[config.mk]
export PLATFORM = sky130hd
export DESIGN_NAME = roc_ram
export DESIGN_NICKNAME = d
export VERILOG_FILES = /design/src/rtl/assert_macros.svh /design/src/rtl/roc_ram.sv
export SDC_FILE = /design/constraint.sdc
export NUM_CORES = 2
export LEC_CHECK = 0
export BUFFER_PORTS_ARGS = -buffer_cell sky130_fd_sc_hd__buf_4
export CAP_MARGIN = 25
export CORE_ASPECT_RATIO = 1.2
export CORE_MARGIN = 2
export CORE_UTILIZATION = 45
export CTS_CLUSTER_DIAMETER = 100
export DETAILED_ROUTE_END_ITERATION = 8
export SYNTH_ARGS = -nofsm -noshare
export SYNTH_HDL_FRONTEND = slang
export SYNTH_SLANG_ARGS = --single-unit
[constraint.sdc]
create_clock -name clk -period 3 [get_ports clk]
set_input_delay 0.15 -clock clk [delete_from_list [all_inputs] [get_ports clk]]
set_output_delay 0.15 -clock clk [all_outputs]
set_load 0.01 [all_outputs]
[src/rtl/assert_macros.svh]
// Assertion helpers shared by the RTL files.
`ifndef ASSERT_MACROS_SVH
`define ASSERT_MACROS_SVH

`ifndef SYNTHESIS
// Property must hold at every clock edge out of reset.
`define ROC_ASSERT(lbl, clk, rst_n, prop, msg) \
  lbl: assert property (@(posedge clk) disable iff (!rst_n) (prop)) else $error(msg);
// Consequent must hold in the cycle after the antecedent.
`define ROC_ASSERT_NEXT(lbl, clk, rst_n, ante, cons, msg) \
  lbl: assert property (@(posedge clk) disable iff (!rst_n) (ante) |=> (cons)) else $error(msg);
`else
`define ROC_ASSERT(lbl, clk, rst_n, prop, msg)
`define ROC_ASSERT_NEXT(lbl, clk, rst_n, ante, cons, msg)
`endif

`endif

[src/rtl/roc_ram.sv]
`timescale 1ns / 1ps

module roc_ram #(
  parameter int WIDTH = 8,
  parameter int DEPTH = 256
) (
  input  logic                     clk,
  input  logic                     we,
  input  logic [$clog2(DEPTH)-1:0] waddr,
  input  logic [WIDTH-1:0]         wdata,
  input  logic                     re,
  input  logic [$clog2(DEPTH)-1:0] raddr,
  output logic [WIDTH-1:0]         rdata
);

  logic [WIDTH-1:0] mem_r [DEPTH];
  logic [WIDTH-1:0] rdata_r;

  always_ff @(posedge clk) begin
    if (we) begin
      mem_r[waddr] <= wdata;
    end
    if (re) begin
      rdata_r <= mem_r[raddr];
    end
  end

  assign rdata = rdata_r;

endmodule

# Word-level counts from Yosys, hierarchy flattened
# Memories as Yosys holds them, arrays and structs flattened. A register that Yosys moved wholly into a read port is not among the register bits.
# Cells that the tools add are included.
[op_classes]
mux = 2
[op_table]
columns = ["op", "n"]
rows = [
  ["$mux 1", 2],
]
[word_totals]
regBits = 0
mem_bits_rw = 2048
input_bits = 27
out_inout_bits = 8
wordCells = 3
memories = 1
[mem_list]
columns = ["memory", "depth", "word_bits", "read_ports", "rd_ports_with_merged_regs", "write_ports", "line", "source"]
rows = [
  ["mem_r", 256, 8, 1, 1, 1, "roc_ram.sv:16", "logic [WIDTH-1:0] mem_r [DEPTH];"],
]

# Logic depth before layout (Yosys ltp)
[depth]
word_depth = 2
mapped_depth = 11
ltp_nobuf = 6

# Worst setup path before layout
# No wires, ideal clock.
[synth_path]
kind = "in2reg"
startpoint = "in raddr[0]"
endpoint = "reg rdata_r[2] (netlist: rdata[2]) (read register of mem_r) (data pin)"
setup_time_ns = 0.269
arrival_time_ns = 1.957
path_slack_ns = 0.774
stages = 9
path_buffers = 4
path_cell_list = "buf_6 buf_12 buf_8 buf_2 mux4_2 a22oi_1 a21oi_1 nor4_1 nor4_2"
[synth_lines]
columns = ["item", "line", "source"]
rows = [
  ["start, declared", "roc_ram.sv:12", "input logic [$clog2(DEPTH)-1:0] raddr,"],
  ["end, declared", "roc_ram.sv:17", "logic [WIDTH-1:0] rdata_r;"],
]

==> reports/results.tsv <==
stage	metric	value	unit
pwr	Clk pwr share	40.2	%
cells_and_area	fraction of layout cells with a size suffix above 1	30.2	%
pwr	PwrDens	630	nW/um2
die	num rows	169	
timing	worst hold slack	0.0645	ns
synthesis	Post-Syn Nets	3760	
die	Initial Util	45.2	%
die	Die ar.	180000	um2
clock_network	post-CTS resize count	0	
synthesis	number of synthesized register bits	2056	
worst_setup_path	critical path startpoint category	flop	
die	io pins	35	
clock_network	CTS tree	yes	
timing	setup TNS	0	ns
die	Die X	388	um
worst_setup_path	R2R Path Start	mem_r[66][7]$_DFFE_PP_	
synthesis	Primary FF master, synth	edfxtp_1	
die	Die Y	465	um
clock_network	CTS clk-pin slew, worst paths	0.06	ns
worst_setup_path	slowest cell delay on critical path	0.80	ns
worst_hold_path	Hold Path Origin	we	
die	area of the core	176000	um2
timing	final critical-path required period	2.93	ns
synthesis	synth top area cells	edfxtp_1 (78%), mux4_2 (13%), mux2i_1 (1.7%), nor2_1 (1.3%), a22oi_1 (1.3%)	
cells_and_area	Multi-input gate area	16500	um2
timing	final setup margin	0.0656	ns
placement	routability cong.	0.857	
clock_network	Num CTS Buffers	190	
flow_run	# Max-Cap Violations	0	
timing	Tcrit/Tclk final	97.8	%
drt	# DRC	0	
worst_setup_path	Worst EP arrival	3.50	ns
clock_network	clock sink count	2056	
worst_setup_path	Slowest-stage cell, CP	nor4_1	
synthesis	Mapped Area	79600	um2
timing	max-slew violations	0	
drt	via count	40100	
clock_network	postcts setup bufs	0	
clock_network	CTS Buffer Depth	3	
drt	DRT antenna net count	0	
placement	Post-DP Area	86500	um2
synthesis	Avg Inst Size Synth	21.3	um2
worst_setup_path	CP Launch Point	mem_r[66][7]$_DFFE_PP_	
worst_setup_path	crit end category	flop	
synthesis	count of cell types in the netlist	54	
synthesis	Synth top area share	77.5	%
cells_and_area	nets	4347	
timing	slew margin rel.	30.9	%
grt	number of global-route vias before repair	41200	
pwr	power share of the sequential group	54.4	%
pwr	Max IR drop VDD	466	uV
worst_setup_path	CP Max Fanout	1	
grt	first-pass GRT wire length	294000	um
placement	worst slack, placed	-0.409	ns
drt	first drt pass iteration count	6	
timing	fmax	341	MHz
synthesis	post-synthesis async set-or-reset flop share	0	%
status	result of the run	completed	
cells_and_area	fin area	92600	um2
pwr	Sw Ratio	21.3	%
pwr	internal power	45.9	mW
clock_network	Worst-Skew Late Latency	0.83	ns
worst_setup_path	Setup CP Type	reg2reg	
cells_and_area	sequential cell area	61700	um2
clock_network	root buf cell	clkbuf_16	
worst_setup_path	Req. time, crit path	3.56	ns
grt	antenna violations before repair	9	
synthesis	synthesis warning total	0	
cells_and_area	Area Growth Syn to Fin	16.2	%
synthesis	dominant cell type by area after synthesis	edfxtp_1	
pwr	Psw	12.4	mW
drt	DRT iter0 DRCs	4306	
worst_setup_path	crit-path cells	mux4_2 > mux4_2 > nor2b_1 > nor4_1 > buf_4 > nor4_1	
pwr	Lkg Pwr	29.6	nW
synthesis	Synth Instances	3733	
grt	Total GRT Usage	22.5	%
clock_network	# hold bufs at CTS	10	
timing	RSZ-0062 raised after global routing	false	
drt	final WL	202000	um
cells_and_area	Layout fillers	13800	
clock_network	CTS H-Tree Depth	4	
synthesis	number of synthesized flops with an enable pin	2056	
synthesis	Synth top cells by count	edfxtp_1 (2056), mux4_2 (454), nor2_1 (282), mux2i_1 (134), a22oi_1 (133)	
synthesis	Seq/Total Area, Yosys	77.5	%
grt	grt ovf	0	
timing	Hold Fails Final Rpt	0	
pwr	Gate power share	5.4	%
grt	largest net degree at the start of global routing	103	
synthesis	count leader, synth	edfxtp_1	
timing	clk_skew	0.0288	ns
drt	Routed WL per cell	29.8	um
worst_hold_path	HP Class	in2reg	
timing	setup violators final	0	
cells_and_area	final core utilization	52.5	%
placement	hpwl dp	133000	um
drt	DR vias/cell	5.90	
timing	Worst-Margin Slew	1.03	ns
placement	port bufs	34	
==> layout by cell type, fill, tap and decap left out, drive strengths merged, types with 10 or more instances in the layout <==
cell type,count
o21ai,12
o211ai,10
o22ai,28
clkinv,86
nand4,10
nor2b,31
inv,10
mux2i,134
bufinv,14
nand2,33
nor3,22
nor4,27
dlygate4sd3,10
a221oi,14
buf,617
clkbuf,236
mux4,456
edfxtp,2056
a21oi,96
nand3,34
o221ai,47
a211oi,16
nor2,282
a22oi,133
==> worst max-delay path: cells and delay by family, from the launching register on <==
kind / cells / cell delay, ns
muxes: 2 / 1.04
and+or+nand+nor: 3 / 1.02
buffers and inverters: 1 / 0.25
DFF: 1 / 0.37
==> metrics by stage <==
step,std cells,power (mW)
floorplan,3733,33.9
global placement,6425,35.5
detailed placement,6426,35.5
CTS,6785,58.8
global route,6786,60.1
finish,6788,58.3
==> state kept, by name (all words and copies together), names as in the netlist <==
signal and cells:
mem_r 2048, rdata 8
==> cell families after synthesis <==
| kind of cell | share of synthesized area, % |
|---|---|
| simple gates | 2.63 |
| buf+inv | 1.83 |
| mux | 14.6 |
| compound gates | 3.42 |
| flops | 77.5 |
==> power by group through the flow <==
stage	combinational (mW)	sequential, mW	clock [mW]
2_1_floorplan	1.54	32.3	0
3_3_place_gp	3.17	32.3	0
3_5_place_dp	3.20	32.3	0
4_1_cts	3.22	31.7	23.9
5_1_grt	3.36	31.7	25.0
6_report	3.18	31.7	23.5
==> layout make-up <==
type,count,area share [%]
Antenna cell,3,0.00811
Clock buffer,235,5.39
Clock inverter,114,1.06
Inverter,2,0.00811
Multi-Input combinational cell,1442,17.8
Sequential cell,2056,66.7
Tap cell,2308,3.12
Timing Repair Buffer,628,5.90
==> final timing paths <==
check | to | slack [ns] | cells after the start
hold / removal | mem_r[118][7]$_DFFE_PP_ | 0.06 | 4
setup reg to reg | rdata[7]$_DFFE_PP_ | 0.07 | 6
setup / recovery | rdata[7]$_DFFE_PP_ | 0.07 | 6
hold reg to reg | rdata[2]$_DFFE_PP_ | 1.17 | 5
==> per-layer routing <==
layer	track usage [%]	share of wire, %	vias to the layer above
met1	31.0	41	21500
met4	6.51	2.6	14
met3	3.66	6.3	287
met5	0	0.048	-
met2	37.3	50	1376
li1	-	-	16900
Note: power is estimated with default switching activity, not from simulation.
