`src/rtl/assert_macros.svh`:
```
// Assertion helpers shared by the RTL files.
`ifndef ASSERT_MACROS_SVH
`define ASSERT_MACROS_SVH

`ifndef SYNTHESIS
// Property must hold at every clock edge out of reset.
`define ROC_ASSERT(lbl, clk, rst_n, prop, msg) \
  lbl: assert property (@(posedge clk) disable iff (!rst_n) (prop)) else $error(msg);
// Consequent must hold in the cycle after the antecedent.
`define ROC_ASSERT_NEXT(lbl, clk, rst_n, ante, cons, msg) \
  lbl: assert property (@(posedge clk) disable iff (!rst_n) (ante) |=> (cons)) else $error(msg);
`else
`define ROC_ASSERT(lbl, clk, rst_n, prop, msg)
`define ROC_ASSERT_NEXT(lbl, clk, rst_n, ante, cons, msg)
`endif

`endif

```
`src/rtl/roc_pkg.sv`:
```
`timescale 1ns / 1ps

package roc_pkg;

  localparam int GRID_WIDTH  = 1024;
  localparam int GRID_HEIGHT = 512;
  localparam int COUNT_BITS  = 8;

  localparam int GRID_DEPTH = GRID_WIDTH * GRID_HEIGHT;
  localparam int ADDR_W     = $clog2(GRID_DEPTH);
  localparam int XOFF_W     = $clog2(GRID_WIDTH);
  localparam int XLEN_W     = $clog2(GRID_WIDTH + 1);
  localparam int YOFF_W     = $clog2(GRID_HEIGHT);
  localparam int YLEN_W     = $clog2(GRID_HEIGHT + 1);

  localparam int OP_W       = 2;
  localparam int COORD_W    = 16;
  localparam int RECT_LEN_W = 12;
  localparam int CLIP_W_W   = 11;
  localparam int CLIP_H_W   = 10;
  localparam int COST_W     = 32;
  localparam int SPAN_W     = 18;

  localparam int APB_DATA_W = 32;
  localparam int APB_ADDR_W = 4;

  localparam logic [CLIP_W_W-1:0]   CLIP_W_RST = 11'd1024;
  localparam logic [CLIP_H_W-1:0]   CLIP_H_RST = 10'd512;
  localparam logic [COUNT_BITS-1:0] COUNT_MAX  = '1;

  typedef enum logic [OP_W-1:0] {
    OP_ADD   = 2'd0,
    OP_SUB   = 2'd1,
    OP_CLEAR = 2'd2
  } op_t;

  typedef enum logic [1:0] {
    REG_CLIP_X = 2'd0,
    REG_CLIP_Y = 2'd1,
    REG_CLIP_W = 2'd2,
    REG_CLIP_H = 2'd3
  } reg_idx_t;

  typedef enum logic [2:0] {
    ST_CLEAR,
    ST_IDLE,
    ST_CLIP_X,
    ST_CLIP_Y,
    ST_ROW,
    ST_WALK,
    ST_DRAIN,
    ST_DONE
  } state_t;

  typedef struct packed {
    logic signed [COORD_W-1:0] clip_x;
    logic signed [COORD_W-1:0] clip_y;
    logic [CLIP_W_W-1:0]       clip_width;
    logic [CLIP_H_W-1:0]       clip_height;
  } cfg_t;

  // One grid read in flight toward the update unit.
  typedef struct packed {
    logic              vld;
    logic              sub;
    logic [ADDR_W-1:0] addr;
  } cell_req_t;

  typedef struct packed {
    logic clr_cost;
    logic clr_sat;
  } acc_ctl_t;

endpackage

```
`src/rtl/roc_cfg.sv`:
```
`timescale 1ns / 1ps

module roc_cfg (
  input  logic                            clk,
  input  logic                            rst_n,
  input  logic                            psel,
  input  logic                            penable,
  input  logic                            pwrite,
  input  logic [roc_pkg::APB_ADDR_W-1:0]  paddr,
  input  logic [roc_pkg::APB_DATA_W-1:0]  pwdata,
  output logic [roc_pkg::APB_DATA_W-1:0]  prdata,
  output logic                            pready,
  output roc_pkg::cfg_t                   cfg
);
  import roc_pkg::*;

  cfg_t     cfg_r;
  cfg_t     cfg_nxt;
  reg_idx_t idx;
  logic     wr_fire;

  assign pready  = 1'b1;
  assign idx     = reg_idx_t'(paddr[3:2]);
  assign wr_fire = psel && penable && pwrite && pready;

  always_comb begin
    cfg_nxt = cfg_r;
    if (wr_fire) begin
      case (idx)
        REG_CLIP_X: cfg_nxt.clip_x      = pwdata[COORD_W-1:0];
        REG_CLIP_Y: cfg_nxt.clip_y      = pwdata[COORD_W-1:0];
        REG_CLIP_W: cfg_nxt.clip_width  = pwdata[CLIP_W_W-1:0];
        REG_CLIP_H: cfg_nxt.clip_height = pwdata[CLIP_H_W-1:0];
        default:    cfg_nxt = cfg_r;
      endcase
    end
  end

  always_ff @(posedge clk) begin
    if (!rst_n) begin
      cfg_r.clip_x      <= '0;
      cfg_r.clip_y      <= '0;
      cfg_r.clip_width  <= CLIP_W_RST;
      cfg_r.clip_height <= CLIP_H_RST;
    end else begin
      cfg_r <= cfg_nxt;
    end
  end

  always_comb begin
    case (idx)
      REG_CLIP_X: prdata = APB_DATA_W'(cfg_r.clip_x[COORD_W-1:0]);
      REG_CLIP_Y: prdata = APB_DATA_W'(cfg_r.clip_y[COORD_W-1:0]);
      REG_CLIP_W: prdata = APB_DATA_W'(cfg_r.clip_width);
      REG_CLIP_H: prdata = APB_DATA_W'(cfg_r.clip_height);
      default:    prdata = '0;
    endcase
  end

  assign cfg = cfg_r;

endmodule

```
`config.mk`:
```
export PLATFORM = sky130hd
export DESIGN_NAME = roc_cfg
export DESIGN_NICKNAME = d
export VERILOG_FILES = /design/src/rtl/assert_macros.svh /design/src/rtl/roc_pkg.sv /design/src/rtl/roc_cfg.sv
export SDC_FILE = /design/constraint.sdc
export NUM_CORES = 1
export LEC_CHECK = 0
export BUFFER_PORTS_ARGS = -buffer_cell sky130_fd_sc_hd__buf_2
export CAP_MARGIN = 5
export CORE_AREA = 2 2 82 84
export DETAILED_ROUTE_END_ITERATION = 7
export DIE_AREA = 0 0 84 86
export PLACE_DENSITY = 0.71
export SYNTH_ARGS = -nofsm -noshare
export SYNTH_HDL_FRONTEND = slang
export SYNTH_SLANG_ARGS = --single-unit
```
`constraint.sdc`:
```
create_clock -name clk -period 2.8 [get_ports clk]
set_input_delay 0.14 -clock clk [delete_from_list [all_inputs] [get_ports clk]]
set_output_delay 0.14 -clock clk [all_outputs]
set_load 0.01 [all_outputs]
```
After elaboration in Yosys (flattened, before gate mapping)
Index checks and enable logic that the tools add are counted.
- logic and storage cells: 15
- register bits: 53
- output and inout port bits: 86
- input bits: 41
- muxes and demuxes: 1
- reduce and logical (&&, ||, !) cells: 7
- equality and inequality tests: 3
- operators by type and width (cell ; count):
    32-bit case mux with 4 select lines ; 1
    2-bit AND reduction ; 4
    2-bit equality test (second input constant) ; 2
    2-bit by 1-bit equality test with 1-bit output (second input constant) ; 1
    1-bit logical AND ; 2
    2-bit zero test ; 1

Longest topological paths before layout
- depth after elaboration: 3
- gate-level depth with buffers: 5
- depth with buffers taken out: 3

Worst setup path after synthesis
Ideal clock, no wire load.
- path type: input to register
- start: input port pwrite
- end: register cfg_r, in the netlist cfg[40]
- slack: 1641 ps
- required time: 2728 ps
- library setup time: 72 ps
- path buffers: 1
- arrival time: 1087 ps
- stages on the path: 4
- cells stage by stage: nand3_4 -> nor3_2 -> buf_6 -> mux2i_1
- longest elaborated chain between the ends: 2
- ends and longest elaborated chain (what ; RTL line ; RTL):
    from (decl) ; roc_cfg.sv:8 ; input logic pwrite,
    1-bit logical AND ; roc_cfg.sv:24 ; assign wr_fire = psel && penable && pwrite && pready;
    2-bit AND reduction (no line) ; -- ;
    to (signal assigned) ; roc_cfg.sv:46 ; cfg_r <= cfg_nxt;
    to (decl) ; roc_cfg.sv:17 ; cfg_t cfg_r;
Every way passes these cells.
A chain may end at the register's enable or synchronous reset.

Worst setup path after layout
- start: input port paddr[2] in the netlist's numbering
- end: register cfg_r, in the netlist cfg[24]
- longest elaborated chain between the ends: 2
- ends and longest elaborated chain (what ; RTL line ; RTL):
    from (decl) ; roc_cfg.sv:9 ; input logic [roc_pkg::APB_ADDR_W-1:0] paddr,
    2-bit by 1-bit equality test with 1-bit output ; roc_cfg.sv:29 ; case (idx)
    2-bit AND reduction (no line) ; -- ;
Every way passes these cells.

==> results.json <==
{
  "status": "complete, no violations",
  "pwr-share-clk_pct": 31.6,
  "wl_um": 5690,
  "core_area_um2": 6280,
  "slew_violations": 0,
  "dieArea_um2": 7220,
  "worstHoldPathType": "in2reg",
  "io_buffers": 91,
  "grt_pass1_vias": 1889,
  "insertion_delay_ns": 0.30,
  "synth_area_um2": 2470,
  "wl_per_cell_um": 14.1,
  "max-cap-violations": 0,
  "drt-initial-drc-count": 51,
  "die_x_um": 84,
  "rsz0062_at_grt": "no",
  "clock_skew_ns": 0,
  "grtUsageTotal_pct": 15.9,
  "seqCellArea_um2": 1060,
  "synth_area_leaders": "dfxtp_1 (43%), mux2i_1 (23%), nand2_1 (10%), mux4_2 (9.1%), buf_4 (5.8%)",
  "synthAdderAreaFrac_pct": 0,
  "cts_resized": 0,
  "cts_buffer_depth": 2,
  "synth_area_per_cell_um2": 10.3,
  "vdd_ir_drop_max_v": 0.000192,
  "worst_pin_slew_ns": 1.02,
  "dr.pass1.iters": 4,
  "avgViaCountPerCell": 4.76,
  "gp_congestion": 0.686,
  "cts-root-buf": "clkbuf_8",
  "grt_max_degree": 26,
  "cts_tree": "done",
  "synthSimpleGateAreaFrac_pct": 14.1,
  "met3_usage_pct": 4.33,
  "internal-power_uw": 989,
  "leakage_uw": 0.00145,
  "layout-drive-gt1-share_pct": 35.8,
  "vias": 1924,
  "power-per-cell-area_nw_per_um2": 441,
  "largest_reg_flops": 53,
  "power_frac_comb_pct": 9.9,
  "synth_compound_area_share_pct": 0.758,
  "num_rows": 29,
  "place_ws_ns": 0.848,
  "max_freq_ghz": 0.622,
  "ys_types": 22,
  "final-hold-violation-count": 0,
  "synth_mux_area_share_pct": 32.6,
  "pin_count": 127,
  "clock_sinks": 53,
  "start_util_pct": 39.4,
  "drtAntennaViolNets": 0,
  "die_h_um": 86,
  "power_frac_seq_pct": 58.5,
  "yosys.area_share.xor_xnor_pct": 0,
  "netlist.area_leader.share_pct": 42.9,
  "n_antenna_cell": 0,
  "syn_inst": 241,
  "synth_top_family_by_area": "multiplexers",
  "drc_errors": 0,
  "worstSetupStartpointType": "input port",
  "grt-busiest-layer": "met2",
  "grt_antenna_before_repair": 0,
  "slew_headroom_pct": 32.2,
  "final_cells": 404,
  "setup_ws_ns": 1.19,
  "dpl.hpwl_um": 4110,
  "cp-end-kind": "flip-flop",
  "yosys_warnings": 0,
  "switching_share_pct": 25.0,
  "cts_setup_buffers": 0,
  "path_clk_slew_ns": 0.09,
  "placed_cells": 396,
  "grt-ovfl-total": 0,
  "setup_viol": 0,
  "htreeDepth": 2,
  "crit_path_max_fanout": 21,
  "period_share_pct": 57.4,
  "ys_seq_area_share_pct": 42.9,
  "syn_to_final_growth_pct": 20.8,
  "place_area_um2": 2900,
  "crit_required_ns": 2.95,
  "n_fill_cell": 627,
  "crit_type": "in2reg",
  "design_area_um2": 2990,
  "switching_power_uw": 329,
  "cts_inserted_buffers": 5,
  "nNetsFinal": 367,
  "grt_use_met2_pct": 27.1,
  "grt_use_met1_pct": 20.3,
  "synth_area_leader_cell": "dfxtp_1",
  "min_period_ns": 1.61,
  "cp.arrival_ns": 1.75,
  "ys_ff_latch": 53,
  "multi_input_comb_area_um2": 1250,
  "cts_hold_buf": 0,
  "hold_slack_ns": 0.106,
  "grt_pass1_wl_um": 9190,
  "fin_setup_tns_ns": 0
}
[per-layer routing]
layer	routed length [um]	part of all wire (%)
met5	0	0
met4	43	0.76
met1	2520	44
met2	2770	49
met3	359	6.3
[placed cells by master, fill, tap and decap left out, drive strengths merged]
cell type  Yosys  layout
buf           25      96
clkbuf         8       6
clkinvlp       0       2
conb           2      17
dfxtp         53      53
inv            1       1
mux2i         58      58
mux4          10      10
nand2         68      68
nand3          1       1
nand3b         1       1
nor2           6       6
nor2b          2       2
nor3           1       1
nor3b          1       1
o21ai          2       2
o311ai         1       1
or3b           1       1
[path summary, 6_finish.rpt]
kind	start	end	slack [ns]	cells past startpoint
worst max-delay path	paddr[2]	cfg[24]	1.19	3
worst min-delay path	pwdata[12]	cfg[49]	0.11	3
worst max register to register	cfg[9]	cfg[9]	2.09	2
worst min register to register	cfg[16]	cfg[16]	0.48	2
[cell usage after synthesis]
library cell / instances
nor2_4: 1
buf_1: 1
conb_1: 2
buf_12: 1
buf_6: 2
nand3b_1: 1
o21ai_0: 2
nor3_2: 1
nand3_4: 1
mux2i_1: 58
buf_4: 19
clkbuf_1: 8
dfxtp_1: 53
nor2_1: 5
nor2b_1: 2
mux4_2: 10
nand2_1: 68
buf_2: 2
o311ai_0: 1
inv_1: 1
nor3b_1: 1
or3b_1: 1
[worst max-delay path: stages]
cell and delay (ns):
buf_2 0.52, or3b_1 0.84, mux2i_1 0.24
[cell families after synthesis]
logic type,count (synthesis)
and+or+nand+nor,81
buffers and inverters,34
DFF,53
AOI/OAI and AO/OA,3
other,2
muxes,68
[stage by stage]
step                util [%]  total power, uW
floorplan                  -              891
global placement        46.2              918
detailed placement      46.2              921
CTS                     47.6             1340
global route            47.6             1380
finish                  47.6             1320
[area by class of cell]
class / instances / share of cell area (%)
clock inverter: 2 / 0.502
multi-input combinational: 169 / 41.8
timing repair buffer: 96 / 16.5
tap: 77 / 3.22
sequential: 53 / 35.5
clock buffer: 6 / 2.43
inverter: 1 / 0.126
[power by group through the flow]
stage	combinational, uW	sequential (uW)	clock (uW)
floorplan	99.4	792	0
finish	130	771	417
CTS	133	771	440
global route	144	772	464
global placement	130	787	0
detailed placement	132	788	0
Power figures use the tool's default switching activity.
