**src/rtl/assert_macros.svh**
```systemverilog
// Assertion helpers shared by the RTL files.
`ifndef ASSERT_MACROS_SVH
`define ASSERT_MACROS_SVH

`ifndef SYNTHESIS
// Property must hold at every clock edge out of reset.
`define ROC_ASSERT(lbl, clk, rst_n, prop, msg) \
  lbl: assert property (@(posedge clk) disable iff (!rst_n) (prop)) else $error(msg);
// Consequent must hold in the cycle after the antecedent.
`define ROC_ASSERT_NEXT(lbl, clk, rst_n, ante, cons, msg) \
  lbl: assert property (@(posedge clk) disable iff (!rst_n) (ante) |=> (cons)) else $error(msg);
`else
`define ROC_ASSERT(lbl, clk, rst_n, prop, msg)
`define ROC_ASSERT_NEXT(lbl, clk, rst_n, ante, cons, msg)
`endif

`endif

```
**src/rtl/roc_pkg.sv**
```systemverilog
`timescale 1ns / 1ps

package roc_pkg;

  localparam int GRID_WIDTH  = 1024;
  localparam int GRID_HEIGHT = 512;
  localparam int COUNT_BITS  = 8;

  localparam int GRID_DEPTH = GRID_WIDTH * GRID_HEIGHT;
  localparam int ADDR_W     = $clog2(GRID_DEPTH);
  localparam int XOFF_W     = $clog2(GRID_WIDTH);
  localparam int XLEN_W     = $clog2(GRID_WIDTH + 1);
  localparam int YOFF_W     = $clog2(GRID_HEIGHT);
  localparam int YLEN_W     = $clog2(GRID_HEIGHT + 1);

  localparam int OP_W       = 2;
  localparam int COORD_W    = 16;
  localparam int RECT_LEN_W = 12;
  localparam int CLIP_W_W   = 11;
  localparam int CLIP_H_W   = 10;
  localparam int COST_W     = 32;
  localparam int SPAN_W     = 18;

  localparam int APB_DATA_W = 32;
  localparam int APB_ADDR_W = 4;

  localparam logic [CLIP_W_W-1:0]   CLIP_W_RST = 11'd1024;
  localparam logic [CLIP_H_W-1:0]   CLIP_H_RST = 10'd512;
  localparam logic [COUNT_BITS-1:0] COUNT_MAX  = '1;

  typedef enum logic [OP_W-1:0] {
    OP_ADD   = 2'd0,
    OP_SUB   = 2'd1,
    OP_CLEAR = 2'd2
  } op_t;

  typedef enum logic [1:0] {
    REG_CLIP_X = 2'd0,
    REG_CLIP_Y = 2'd1,
    REG_CLIP_W = 2'd2,
    REG_CLIP_H = 2'd3
  } reg_idx_t;

  typedef enum logic [2:0] {
    ST_CLEAR,
    ST_IDLE,
    ST_CLIP_X,
    ST_CLIP_Y,
    ST_ROW,
    ST_WALK,
    ST_DRAIN,
    ST_DONE
  } state_t;

  typedef struct packed {
    logic signed [COORD_W-1:0] clip_x;
    logic signed [COORD_W-1:0] clip_y;
    logic [CLIP_W_W-1:0]       clip_width;
    logic [CLIP_H_W-1:0]       clip_height;
  } cfg_t;

  // One grid read in flight toward the update unit.
  typedef struct packed {
    logic              vld;
    logic              sub;
    logic [ADDR_W-1:0] addr;
  } cell_req_t;

  typedef struct packed {
    logic clr_cost;
    logic clr_sat;
  } acc_ctl_t;

endpackage

```
**src/rtl/roc_ifs.sv**
```systemverilog
`timescale 1ns / 1ps

interface roc_in_if;
  import roc_pkg::*;

  logic                      valid;
  logic                      ready;
  logic [OP_W-1:0]           op;
  logic signed [COORD_W-1:0] rect_x;
  logic signed [COORD_W-1:0] rect_y;
  logic [RECT_LEN_W-1:0]     rect_width;
  logic [RECT_LEN_W-1:0]     rect_height;

  modport source (output valid, op, rect_x, rect_y, rect_width, rect_height, input ready);
  modport sink   (input valid, op, rect_x, rect_y, rect_width, rect_height, output ready);
endinterface


```
**src/rtl/roc_walk.sv**
```systemverilog
`timescale 1ns / 1ps
`include "assert_macros.svh"

module roc_walk (
  input  logic                            clk,
  input  logic                            rst_n,
  input  roc_pkg::cfg_t                   cfg,
  roc_in_if.sink                          in_req,
  input  logic                            out_free,
  output logic                            result_load,
  output logic                            rd_en,
  output logic [roc_pkg::ADDR_W-1:0]      rd_addr,
  output logic                            clr_we,
  output logic [roc_pkg::ADDR_W-1:0]      clr_addr,
  output roc_pkg::cell_req_t              cell_req,
  output roc_pkg::acc_ctl_t               acc_ctl
);
  import roc_pkg::*;

  localparam logic [ADDR_W-1:0] GW_A     = ADDR_W'(GRID_WIDTH);
  localparam logic [ADDR_W-1:0] LAST_A   = ADDR_W'(GRID_DEPTH - 1);
  localparam logic [SPAN_W-1:0] GW_S     = SPAN_W'(GRID_WIDTH);
  localparam logic [SPAN_W-1:0] GH_S     = SPAN_W'(GRID_HEIGHT);

  state_t                    state_r, state_nxt;
  logic                      sub_r, sub_nxt;
  logic                      clr_item_r, clr_item_nxt;
  logic signed [COORD_W-1:0] rect_x_r, rect_x_nxt;
  logic signed [COORD_W-1:0] rect_y_r, rect_y_nxt;
  logic [RECT_LEN_W-1:0]     rect_w_r, rect_w_nxt;
  logic [RECT_LEN_W-1:0]     rect_h_r, rect_h_nxt;
  logic [XOFF_W-1:0]         ox_r, ox_nxt;
  logic [XLEN_W-1:0]         nx_r, nx_nxt;
  logic [YOFF_W-1:0]         oy_r, oy_nxt;
  logic [YLEN_W-1:0]         ny_r, ny_nxt;
  logic [XOFF_W-1:0]         x_r, x_nxt;
  logic [YOFF_W-1:0]         y_r, y_nxt;
  logic [ADDR_W-1:0]         row_base_r, row_base_nxt;
  logic [ADDR_W-1:0]         clr_cnt_r, clr_cnt_nxt;
  cell_req_t                 req_r, req_nxt;

  // Shared span clipper, used once for x and once for y.
  logic signed [SPAN_W-1:0] lo, len, wlo, wlen, hi, whi, a, b;
  logic signed [SPAN_W-1:0] span_off, span_len;
  logic [SPAN_W-1:0]        ww_u, wh_u;
  logic                     x_last, y_last;

  assign ww_u = (SPAN_W'(cfg.clip_width) > GW_S) ? GW_S : SPAN_W'(cfg.clip_width);
  assign wh_u = (SPAN_W'(cfg.clip_height) > GH_S) ? GH_S : SPAN_W'(cfg.clip_height);

  always_comb begin
    if (state_r == ST_CLIP_Y) begin
      lo   = SPAN_W'(rect_y_r);
      len  = SPAN_W'(rect_h_r);
      wlo  = SPAN_W'(cfg.clip_y);
      wlen = wh_u;
    end else begin
      lo   = SPAN_W'(rect_x_r);
      len  = SPAN_W'(rect_w_r);
      wlo  = SPAN_W'(cfg.clip_x);
      wlen = ww_u;
    end
    a        = (lo > wlo) ? lo : wlo;
    hi       = lo + len;
    whi      = wlo + wlen;
    b        = (hi < whi) ? hi : whi;
    span_off = a - wlo;
    span_len = (b > a) ? (b - a) : '0;
  end

  assign x_last  = (XLEN_W'(x_r) + XLEN_W'(1)) == nx_r;
  assign y_last  = (YLEN_W'(y_r) + YLEN_W'(1)) == ny_r;
  assign rd_addr = row_base_r + ADDR_W'(ox_r) + ADDR_W'(x_r);

  always_comb begin
    state_nxt    = state_r;
    sub_nxt      = sub_r;
    clr_item_nxt = clr_item_r;
    rect_x_nxt   = rect_x_r;
    rect_y_nxt   = rect_y_r;
    rect_w_nxt   = rect_w_r;
    rect_h_nxt   = rect_h_r;
    ox_nxt       = ox_r;
    nx_nxt       = nx_r;
    oy_nxt       = oy_r;
    ny_nxt       = ny_r;
    x_nxt        = x_r;
    y_nxt        = y_r;
    row_base_nxt = row_base_r;
    clr_cnt_nxt  = clr_cnt_r;
    req_nxt      = '0;
    in_req.ready = 1'b0;
    result_load  = 1'b0;
    rd_en        = 1'b0;
    clr_we       = 1'b0;
    clr_addr     = clr_cnt_r;
    acc_ctl      = '0;

    case (state_r)
      ST_CLEAR: begin
        clr_we           = 1'b1;
        acc_ctl.clr_cost = 1'b1;
        if (clr_cnt_r == LAST_A) begin
          clr_cnt_nxt  = '0;
          clr_item_nxt = 1'b0;
          state_nxt    = clr_item_r ? ST_DONE : ST_IDLE;
        end else begin
          clr_cnt_nxt = clr_cnt_r + ADDR_W'(1);
        end
      end
      ST_IDLE: begin
        in_req.ready = 1'b1;
        if (in_req.valid) begin
          acc_ctl.clr_sat = 1'b1;
          rect_x_nxt      = in_req.rect_x;
          rect_y_nxt      = in_req.rect_y;
          rect_w_nxt      = in_req.rect_width;
          rect_h_nxt      = in_req.rect_height;
          sub_nxt         = (in_req.op == OP_SUB);
          case (in_req.op)
            OP_ADD, OP_SUB: state_nxt = ST_CLIP_X;
            OP_CLEAR: begin
              clr_item_nxt = 1'b1;
              clr_cnt_nxt  = '0;
              state_nxt    = ST_CLEAR;
            end
            default: state_nxt = ST_DONE;
          endcase
        end
      end
      ST_CLIP_X: begin
        ox_nxt    = span_off[XOFF_W-1:0];
        nx_nxt    = span_len[XLEN_W-1:0];
        state_nxt = ST_CLIP_Y;
      end
      ST_CLIP_Y: begin
        oy_nxt = span_off[YOFF_W-1:0];
        ny_nxt = span_len[YLEN_W-1:0];
        // Empty clip on either axis: nothing to walk.
        if ((nx_r == '0) || (span_len == '0)) begin
          state_nxt = ST_DONE;
        end else begin
          state_nxt = ST_ROW;
        end
      end
      ST_ROW: begin
        row_base_nxt = ADDR_W'(oy_r) * GW_A;
        x_nxt        = '0;
        y_nxt        = '0;
        state_nxt    = ST_WALK;
      end
      ST_WALK: begin
        rd_en        = 1'b1;
        req_nxt.vld  = 1'b1;
        req_nxt.sub  = sub_r;
        req_nxt.addr = rd_addr;
        if (x_last) begin
          x_nxt = '0;
          if (y_last) begin
            state_nxt = ST_DRAIN;
          end else begin
            y_nxt        = y_r + YOFF_W'(1);
            row_base_nxt = row_base_r + GW_A;
          end
        end else begin
          x_nxt = x_r + XOFF_W'(1);
        end
      end
      ST_DRAIN: begin
        // Let the last write-back land before reporting.
        state_nxt = ST_DONE;
      end
      ST_DONE: begin
        if (out_free) begin
          result_load = 1'b1;
          state_nxt   = ST_IDLE;
        end
      end
      default: state_nxt = ST_IDLE;
    endcase
  end

  always_ff @(posedge clk) begin
    if (!rst_n) begin
      state_r    <= ST_CLEAR;
      clr_item_r <= 1'b0;
      clr_cnt_r  <= '0;
      req_r      <= '0;
    end else begin
      state_r    <= state_nxt;
      clr_item_r <= clr_item_nxt;
      clr_cnt_r  <= clr_cnt_nxt;
      req_r      <= req_nxt;
    end
  end

  always_ff @(posedge clk) begin
    sub_r      <= sub_nxt;
    rect_x_r   <= rect_x_nxt;
    rect_y_r   <= rect_y_nxt;
    rect_w_r   <= rect_w_nxt;
    rect_h_r   <= rect_h_nxt;
    ox_r       <= ox_nxt;
    nx_r       <= nx_nxt;
    oy_r       <= oy_nxt;
    ny_r       <= ny_nxt;
    x_r        <= x_nxt;
    y_r        <= y_nxt;
    row_base_r <= row_base_nxt;
  end

  assign cell_req = req_r;

  `ROC_ASSERT(a_rd_in_grid, clk, rst_n, !rd_en || (rd_addr <= LAST_A), "grid read beyond depth")
  `ROC_ASSERT(a_x_in_span, clk, rst_n, (state_r != ST_WALK) || (XLEN_W'(x_r) < nx_r), "column past clipped span")

endmodule

```
**src/flat_wrapper.sv**
```systemverilog
// flat-port wrapper written by rule: the top's interface ports become plain ports
module roc_walk_flat import roc_pkg::*;
  (clk, rst_n, cfg, out_free, result_load, rd_en, rd_addr, clr_we, clr_addr, cell_req, acc_ctl, in_req_valid, in_req_op, in_req_rect_x, in_req_rect_y, in_req_rect_width, in_req_rect_height, in_req_ready);
  roc_in_if in_req_i ();
  input  logic clk;
  input  logic rst_n;
  input  roc_pkg::cfg_t cfg;
  input  logic out_free;
  output logic result_load;
  output logic rd_en;
  output logic [roc_pkg::ADDR_W-1:0] rd_addr;
  output logic clr_we;
  output logic [roc_pkg::ADDR_W-1:0] clr_addr;
  output roc_pkg::cell_req_t cell_req;
  output roc_pkg::acc_ctl_t acc_ctl;
  input wire logic [$bits(in_req_i.valid)-1:0] in_req_valid;
  input wire logic [$bits(in_req_i.op)-1:0] in_req_op;
  input wire logic [$bits(in_req_i.rect_x)-1:0] in_req_rect_x;
  input wire logic [$bits(in_req_i.rect_y)-1:0] in_req_rect_y;
  input wire logic [$bits(in_req_i.rect_width)-1:0] in_req_rect_width;
  input wire logic [$bits(in_req_i.rect_height)-1:0] in_req_rect_height;
  output wire logic [$bits(in_req_i.ready)-1:0] in_req_ready;
  assign in_req_i.valid = in_req_valid;
  assign in_req_i.op = in_req_op;
  assign in_req_i.rect_x = in_req_rect_x;
  assign in_req_i.rect_y = in_req_rect_y;
  assign in_req_i.rect_width = in_req_rect_width;
  assign in_req_i.rect_height = in_req_rect_height;
  assign in_req_ready = in_req_i.ready;
  roc_walk u_core (.clk(clk), .rst_n(rst_n), .cfg(cfg), .in_req(in_req_i), .out_free(out_free), .result_load(result_load), .rd_en(rd_en), .rd_addr(rd_addr), .clr_we(clr_we), .clr_addr(clr_addr), .cell_req(cell_req), .acc_ctl(acc_ctl));
endmodule
```
**config.mk**
```make
export PLATFORM = sky130hd
export DESIGN_NAME = roc_walk_flat
export DESIGN_NICKNAME = d
export VERILOG_FILES = /design/src/rtl/roc_pkg.sv /design/src/rtl/roc_ifs.sv /design/src/rtl/roc_walk.sv /design/src/flat_wrapper.sv
export VERILOG_INCLUDE_DIRS = /design/src /design/src/rtl
export SDC_FILE = /design/constraint.sdc
export NUM_CORES = 1
export LEC_CHECK = 0
export BUFFER_PORTS_ARGS = -buffer_cell sky130_fd_sc_hd__buf_4
export CORE_UTILIZATION = 45
export CTS_CLUSTER_DIAMETER = 120
export DETAILED_ROUTE_END_ITERATION = 16
export MAX_ROUTING_LAYER = met4
export PLACE_DENSITY_LB_ADDON = 0.08
export SETUP_SLACK_MARGIN = 0.05
export SLEW_MARGIN = 40
export SYNTH_ARGS = -nofsm -noshare
export SYNTH_HDL_FRONTEND = slang
export SYNTH_SLANG_ARGS = --single-unit
export TNS_END_PERCENT = 1
```
**constraint.sdc**
```tcl
create_clock -name clk -period 19.97 [get_ports clk]
set_input_delay 3.994 -clock clk [delete_from_list [all_inputs] [get_ports clk]]
set_output_delay 3.994 -clock clk [all_outputs]
set_load 0.01 [all_outputs]
```
After elaboration in Yosys (flattened, before gate mapping)

Index checks and enable logic that the tools add are counted.
Widths: inputs -> output; s select.

$add $sub $neg: 12
Multipliers: 0
Divide/modulo/power cells: 0
$lt $le $gt $ge: 5
Equal/unequal tests: 19
Shifts and indexed selects: 0
Muxes and demuxes: 42
Bitwise operators: 0
Reductions and logical operators: 14

Operators with widths:

| kind                   | number |
|---|---|
| $mux 18                | 6 |
| $mux 19                | 5 |
| $pmux 19 s2            | 2 |
| $add 19x10->19         | 2 |
| $gt 18x18->1           | 2 |
| $pmux 3 s8             | 1 |
| $mux 21                | 1 |
| $mux 10                | 2 |
| $pmux 10 s2            | 1 |
| $add 19x1->19 const B  | 1 |
| $add 19x11->19 const B | 1 |
| $eq 19x19->1 const B   | 1 |
| $add 18x13->18         | 1 |
| $add 18x18->18         | 1 |
| $logic_not 18->1       | 1 |
| $lt 18x18->1           | 1 |
| $mux 3                 | 6 |
| $mux 9                 | 2 |
| $pmux 9 s2             | 1 |
| $sub 18x18->18         | 1 |
| $eq 3x3->1 const B     | 4 |
| $mux 12                | 1 |
| $add 10x1->11 const B  | 1 |
| $eq 11x11->1           | 1 |
| other kinds (28)       | 46 |

Flip-flop bits (word level): 179
Bits in latches: 0
RAM bits: 0
Memory bits (read-only): 0
Input port bits: 115
Output and inout port bits: 65
Word-level logic and storage cells: 110
Memories: 0

Longest topological paths before layout

Word-level depth: 12
Mapped depth: 39

Least setup slack after synthesis

OpenSTA, ideal clock, no wires.

Kind: input -> register
Start point: input cfg[10] in the netlist's numbering
End point: register u_core.state_r[1]
Library setup time: 0.086 ns
Arrival: 10.379 ns
Slack: 9.505 ns
Stages: 31
Cell sequence: nor4_1 -> nand3_1 -> a21oi_1 -> a22o_1 -> ha_1 -> a21o_1 -> a21oi_1 -> o21a_1 -> o21ai_0 -> a31o_2 -> a21oi_1 -> xnor2_1 -> ha_1 -> a21oi_1 -> nor2b_1 -> o21ai_0 -> nand2b_1 -> a31oi_1 -> a221o_1 -> clkbuf_1 -> buf_2 -> mux2i_1 -> ha_1 -> a21o_1 -> or3_1 -> o211ai_1 -> a21oi_1 -> or3_1 -> a2111oi_4 -> a41oi_2 -> a221oi_2

Cells in the longest elaborated chain, start to end: 12
Elaborated cells between the ends (all ways): 13
Classes of those cells: 2 x add/sub; 3 x order compare; 6 x mux; 2 x reduce/logical

Ends and longest elaborated chain:

| element                                               | line              | source |
|---|---|---|
| start, declared                                       | flat_wrapper.sv:7 | `input roc_pkg::cfg_t cfg;` |
| $gt 11x11->1                                          | roc_walk.sv:48    | `assign ww_u = (SPAN_W'(cfg.clip_width) > GW_S) ? GW_S : SPAN_W'(cfg.clip_width);` |
| $mux 11 (*)                                           | roc_walk.sv:48    |  |
| $mux 18 (*)                                           | roc_walk.sv:52    | `if (state_r == ST_CLIP_Y) begin` |
| $add 18x18->18 (*)                                    | roc_walk.sv:65    | `whi = wlo + wlen;` |
| $lt 18x18->1                                          | roc_walk.sv:66    | `b = (hi < whi) ? hi : whi;` |
| $mux 18 (*)                                           | roc_walk.sv:66    |  |
| $sub 18x18->18 / $gt 18x18->1 (equally long branches) | roc_walk.sv:68    | `span_len = (b > a) ? (b - a) : '0;` |
| $mux 18 (*)                                           | roc_walk.sv:68    |  |
| $logic_not 18->1 (*)                                  | roc_walk.sv:140   | `if ((nx_r == '0) \|\| (span_len == '0)) begin` |
| $logic_or 1x1->1 (*)                                  | roc_walk.sv:140   |  |
| $mux 2 (*)                                            | roc_walk.sv:140   |  |
| $pmux 3 s8 (*)                                        | roc_walk.sv:99    | `case (state_r)` |
| end signal, assigned                                  | roc_walk.sv:190   | `state_r <= state_nxt;` |
| end, declared                                         | roc_walk.sv:25    | `state_t state_r, state_nxt;` |

Every way passes the cells marked *; elsewhere a longest branch is shown, timed or not.
A chain may end at the register's enable or synchronous reset.

Final worst setup path

Same ends and word-level chain as after synthesis.

==> run_summary.xml <==
<?xml version="1.0" encoding="UTF-8"?>
<metrics>
  <group name="sta">
    <metric name="tightest_slew" unit="ps">803</metric>
    <metric name="rsz0062_at_grt" unit="">false</metric>
    <metric name="clock_skew" unit="ps">16.4</metric>
    <metric name="timing.final.hold_violations" unit="">0</metric>
    <metric name="finalSetupViolations" unit="">0</metric>
    <metric name="slew_viol_final" unit="">0</metric>
    <metric name="max_slew_margin" unit="">0.463</metric>
    <metric name="min_period_over_period" unit="">0.559</metric>
    <metric name="fin_crit" unit="ps">11160</metric>
    <metric name="fmax" unit="GHz">0.0896</metric>
    <metric name="worst_slack" unit="ps">8810</metric>
    <metric name="hold-worst-slack" unit="ps">481</metric>
    <metric name="totalNegativeSetupSlack" unit="ps">0</metric>
  </group>
  <group name="detailed_routing">
    <metric name="first_pass_iters" unit="">7</metric>
    <metric name="vias_per_cell" unit="">5.54</metric>
    <metric name="ant_nets" unit="">0</metric>
    <metric name="drc_errors" unit="">0</metric>
    <metric name="routed_wire_length_per_instance" unit="um">18.1</metric>
    <metric name="drt-total-wl" unit="mm">31.8</metric>
    <metric name="via_count" unit="">9727</metric>
    <metric name="drt-initial-drc-count" unit="">782</metric>
  </group>
  <group name="power">
    <metric name="combPwrFrac" unit="">0.554</metric>
    <metric name="swShare" unit="">0.442</metric>
    <metric name="total_power" unit="mW">1.99</metric>
    <metric name="intPower" unit="mW">1.11</metric>
    <metric name="pwr-share-clk" unit="">0.177</metric>
    <metric name="p_per_area" unit="nW/um2">140</metric>
    <metric name="p_sw" unit="mW">0.879</metric>
    <metric name="pwr-share-seq" unit="">0.268</metric>
    <metric name="p_leak" unit="nW">6.08</metric>
    <metric name="ir_drop" unit="uV">101</metric>
  </group>
  <group name="die">
    <metric name="die_w" unit="um">164</metric>
    <metric name="fp.dieArea" unit="um2">27000</metric>
    <metric name="placement_rows" unit="">59</metric>
    <metric name="die-height" unit="um">164</metric>
    <metric name="initial_core_util" unit="">0.457</metric>
    <metric name="core_area" unit="um2">25900</metric>
    <metric name="io_pins" unit="">180</metric>
  </group>
  <group name="placed_design">
    <metric name="io_buffers" unit="">179</metric>
    <metric name="dpl-instance-area" unit="um2">13500</metric>
    <metric name="place.gp.congestion" unit="">0.943</metric>
    <metric name="placed_cells" unit="">1722</metric>
    <metric name="dp_slack" unit="ps">8450</metric>
    <metric name="place_hpwl" unit="mm">25.1</metric>
  </group>
  <group name="critical_path">
    <metric name="worstPathRequired" unit="ps">20330</metric>
    <metric name="crit_path_start_kind" unit="">primary input</metric>
    <metric name="worst_path_most_repeated_cell" unit="">a21oi_1</metric>
    <metric name="critical_path_peak_fanout" unit="">19</metric>
    <metric name="sort_of_element_at_the_end_of_the_critical_path" unit="">flop</metric>
    <metric name="timing.critical_path.slowest_stage_cell" unit="">a221o_2</metric>
    <metric name="critical_path_class" unit="">primary input to flop</metric>
    <metric name="critPathMaxStageDelay" unit="ps">540</metric>
    <metric name="arrival" unit="ps">11520</metric>
  </group>
  <group name="cells_and_area">
    <metric name="instances_no_fill" unit="">1755</metric>
    <metric name="area_growth_syn_to_layout" unit="%">19.9</metric>
    <metric name="diodes" unit="">0</metric>
    <metric name="mostFrequentLayoutCells" unit="">189 x buf_4, 131 x nand2_1, 125 x edfxtp_1</metric>
    <metric name="fill_cell_instance_count_of_the_final_layout" unit="">2373</metric>
    <metric name="final_util" unit="">0.548</metric>
    <metric name="design_area_final" unit="um2">14200</metric>
    <metric name="finish.net_count" unit="">1624</metric>
    <metric name="drive_gt1_frac" unit="">0.182</metric>
    <metric name="mostFrequentLayoutCell" unit="">buf_4</metric>
  </group>
  <group name="global_route">
    <metric name="grt_first_pass_wirelength" unit="mm">49.3</metric>
    <metric name="grt.met1_usage" unit="">0.330</metric>
    <metric name="grt_start_max_net_pins" unit="">58</metric>
    <metric name="grt_overflow" unit="">0</metric>
    <metric name="top_usage_layer" unit="">met2</metric>
    <metric name="grt_util_all_layers" unit="">0.245</metric>
    <metric name="grtUsageMet3" unit="">0.0222</metric>
    <metric name="antenna_found_initial" unit="">0</metric>
    <metric name="grt_pass1_vias" unit="">9169</metric>
    <metric name="grtUsageMet2" unit="">0.399</metric>
  </group>
  <group name="yosys">
    <metric name="ys_dominant_reg_cell" unit="">edfxtp_1</metric>
    <metric name="syn_area" unit="um2">11800</metric>
    <metric name="synthesized_area_fraction_occupied_by_xor_and_xnor_cells" unit="">0.0777</metric>
    <metric name="netlist.area_leader.share" unit="">0.317</metric>
    <metric name="synth_sequential_area_ratio" unit="">0.391</metric>
    <metric name="yosysTopAreaCell" unit="">edfxtp_1</metric>
    <metric name="synth_edf_count" unit="">125</metric>
    <metric name="largest_family_of_logic_cells_by_synthesized_area" unit="">simple AND/OR/NAND/NOR gates</metric>
    <metric name="post_synth_inst_count" unit="">1231</metric>
    <metric name="post_synth_and_or_nand_nor_area_fraction" unit="">0.174</metric>
    <metric name="synth.mux.area_fraction" unit="">0.0655</metric>
    <metric name="synth_adder_area_share" unit="">0.111</metric>
    <metric name="syn-num-nets" unit="">1448</metric>
    <metric name="synth.yosys.warnings" unit="">0</metric>
    <metric name="synthesis.area_per_instance" unit="um2">9.62</metric>
    <metric name="yosysUniqueCellTypes" unit="">87</metric>
    <metric name="ys_async_sr_fraction" unit="">0</metric>
    <metric name="synth-compound-area-share" unit="">0.142</metric>
    <metric name="netlist_top_cells_area" unit="">edfxtp_1 32%, ha_1 10%, dfxtp_1 7.4%</metric>
    <metric name="yosys_register_bits" unit="">169</metric>
  </group>
  <group name="clocking">
    <metric name="cts.clk_slew.worst_paths" unit="ps">80</metric>
    <metric name="cell_at_the_root_of_the_clock_tree" unit="">clkbuf_16</metric>
    <metric name="post_cts.resized_instances" unit="">0</metric>
    <metric name="clock_sink_count" unit="">169</metric>
    <metric name="clkLatencyLatePin" unit="ps">440</metric>
    <metric name="cts_tree" unit="">built</metric>
    <metric name="cts.htree.levels" unit="">4</metric>
    <metric name="cts_setup_buffers" unit="">0</metric>
    <metric name="cts_hold_buffers" unit="">0</metric>
    <metric name="ctsLongestPathBuffers" unit="">2</metric>
    <metric name="numCtsBuffers" unit="">17</metric>
  </group>
  <group name="flow_run">
    <metric name="drv.max_cap_violation_count" unit="">0</metric>
  </group>
  <group name="hold_path">
    <metric name="worstHoldPathType" unit="">flop to flop</metric>
  </group>
  <group name="status">
    <metric name="outcome" unit="">finished clean</metric>
  </group>
</metrics>
## per-layer routing
layer	vias up	wire, um
li1	4828	-
met1	4603	15200
met2	269	14900
met3	27	1320
met4	0	383
met5	-	0
## synth_stat cells (4+ instances only)
cell and instances:
and4_1 6, a31oi_1 8, a31o_2 4, o21bai_1 6
or3_1 7, nor2b_1 21, ha_1 97, buf_2 8
dfxtp_1 44, nand3b_1 10, nand4_1 18, nand2_1 131
mux2i_1 66, nor3_1 27, o21a_1 10, o211ai_1 7
xor2_1 41, a21oi_1 57, edfxtp_1 125, nand2b_1 12
nor4_1 9, nor2_1 89, fa_1 5, inv_1 81
a22o_1 7, nand3_1 28, mux2_2 9, a21o_1 24
and3_1 24, o31ai_1 6, a211o_1 6, clkbuf_1 19
a21boi_0 4, xnor2_1 64, o21ai_0 57, o21ai_1 6
a211oi_1 5, and2_1 15
## power by group through the flow
stage / combinational [mW] / sequential [mW] / clock, mW
final: 1.10 / 0.534 / 0.353
after global routing: 1.21 / 0.541 / 0.374
after CTS: 1.10 / 0.534 / 0.360
after detailed placement: 1.09 / 0.542 / 0
after global placement: 1.08 / 0.541 / 0
after floorplan: 0.786 / 0.522 / 0
## layout make-up
type / count / area, um2 / area share
multi-input cells: 947 / 6760 / 0.476
repair buffers: 190 / 1440 / 0.101
flip-flops and latches: 169 / 4630 / 0.327
well taps: 335 / 419 / 0.0295
clock buffers: 17 / 425 / 0.0300
inverters: 82 / 308 / 0.0217
clock inverters: 15 / 209 / 0.0147
## registers in the layout, indices dropped and copies added (netlist names)
name / cells
u_core.sub_r: 1
u_core.nx_r: 11
u_core.clr_addr: 19
u_core.rect_x_r: 16
u_core.rect_y_r: 16
u_core.clr_item_r: 1
u_core.rect_h_r: 12
u_core.y_r: 9
u_core.rect_w_r: 12
u_core.row_base_r: 9
u_core.state_r: 3
u_core.oy_r: 9
u_core.cell_req: 21
u_core.ox_r: 10
u_core.ny_r: 10
u_core.x_r: 10
## critical path, delay by kind of cell
family,cells,cell delay [ps]
AOI/OAI and AO/OA,18,4920
muxes,1,410
adders and majority gates,3,940
buffers and inverters,1,110
xor gates and xnor gates,1,190
and+or+nand+nor,6,940
## worst paths after layout
kind	endpoint	startpoint	slack, ps	cells after the start
max	u_core.state_r[1]$_SDFFE_PN0P_	cfg[10]	8810	30
min	u_core.cell_req[19]$_SDFF_PN0_	u_core.sub_r$_DFFE_PP_	480	1
max reg2reg	u_core.state_r[1]$_SDFFE_PN0P_	u_core.state_r[1]$_SDFFE_PN0P_	10730	33
min reg2reg	u_core.cell_req[19]$_SDFF_PN0_	u_core.sub_r$_DFFE_PP_	480	1
## cell families after synthesis
logic type / Yosys count
flip-flops: 169
XOR/XNOR: 105
multiplexers: 76
AO/OA/AOI/OAI: 247
adder cells (fa/ha/maj): 102
buffers and inverters: 115
AND/OR/NAND/NOR: 417
Note: power is estimated with default switching activity, not from simulation.
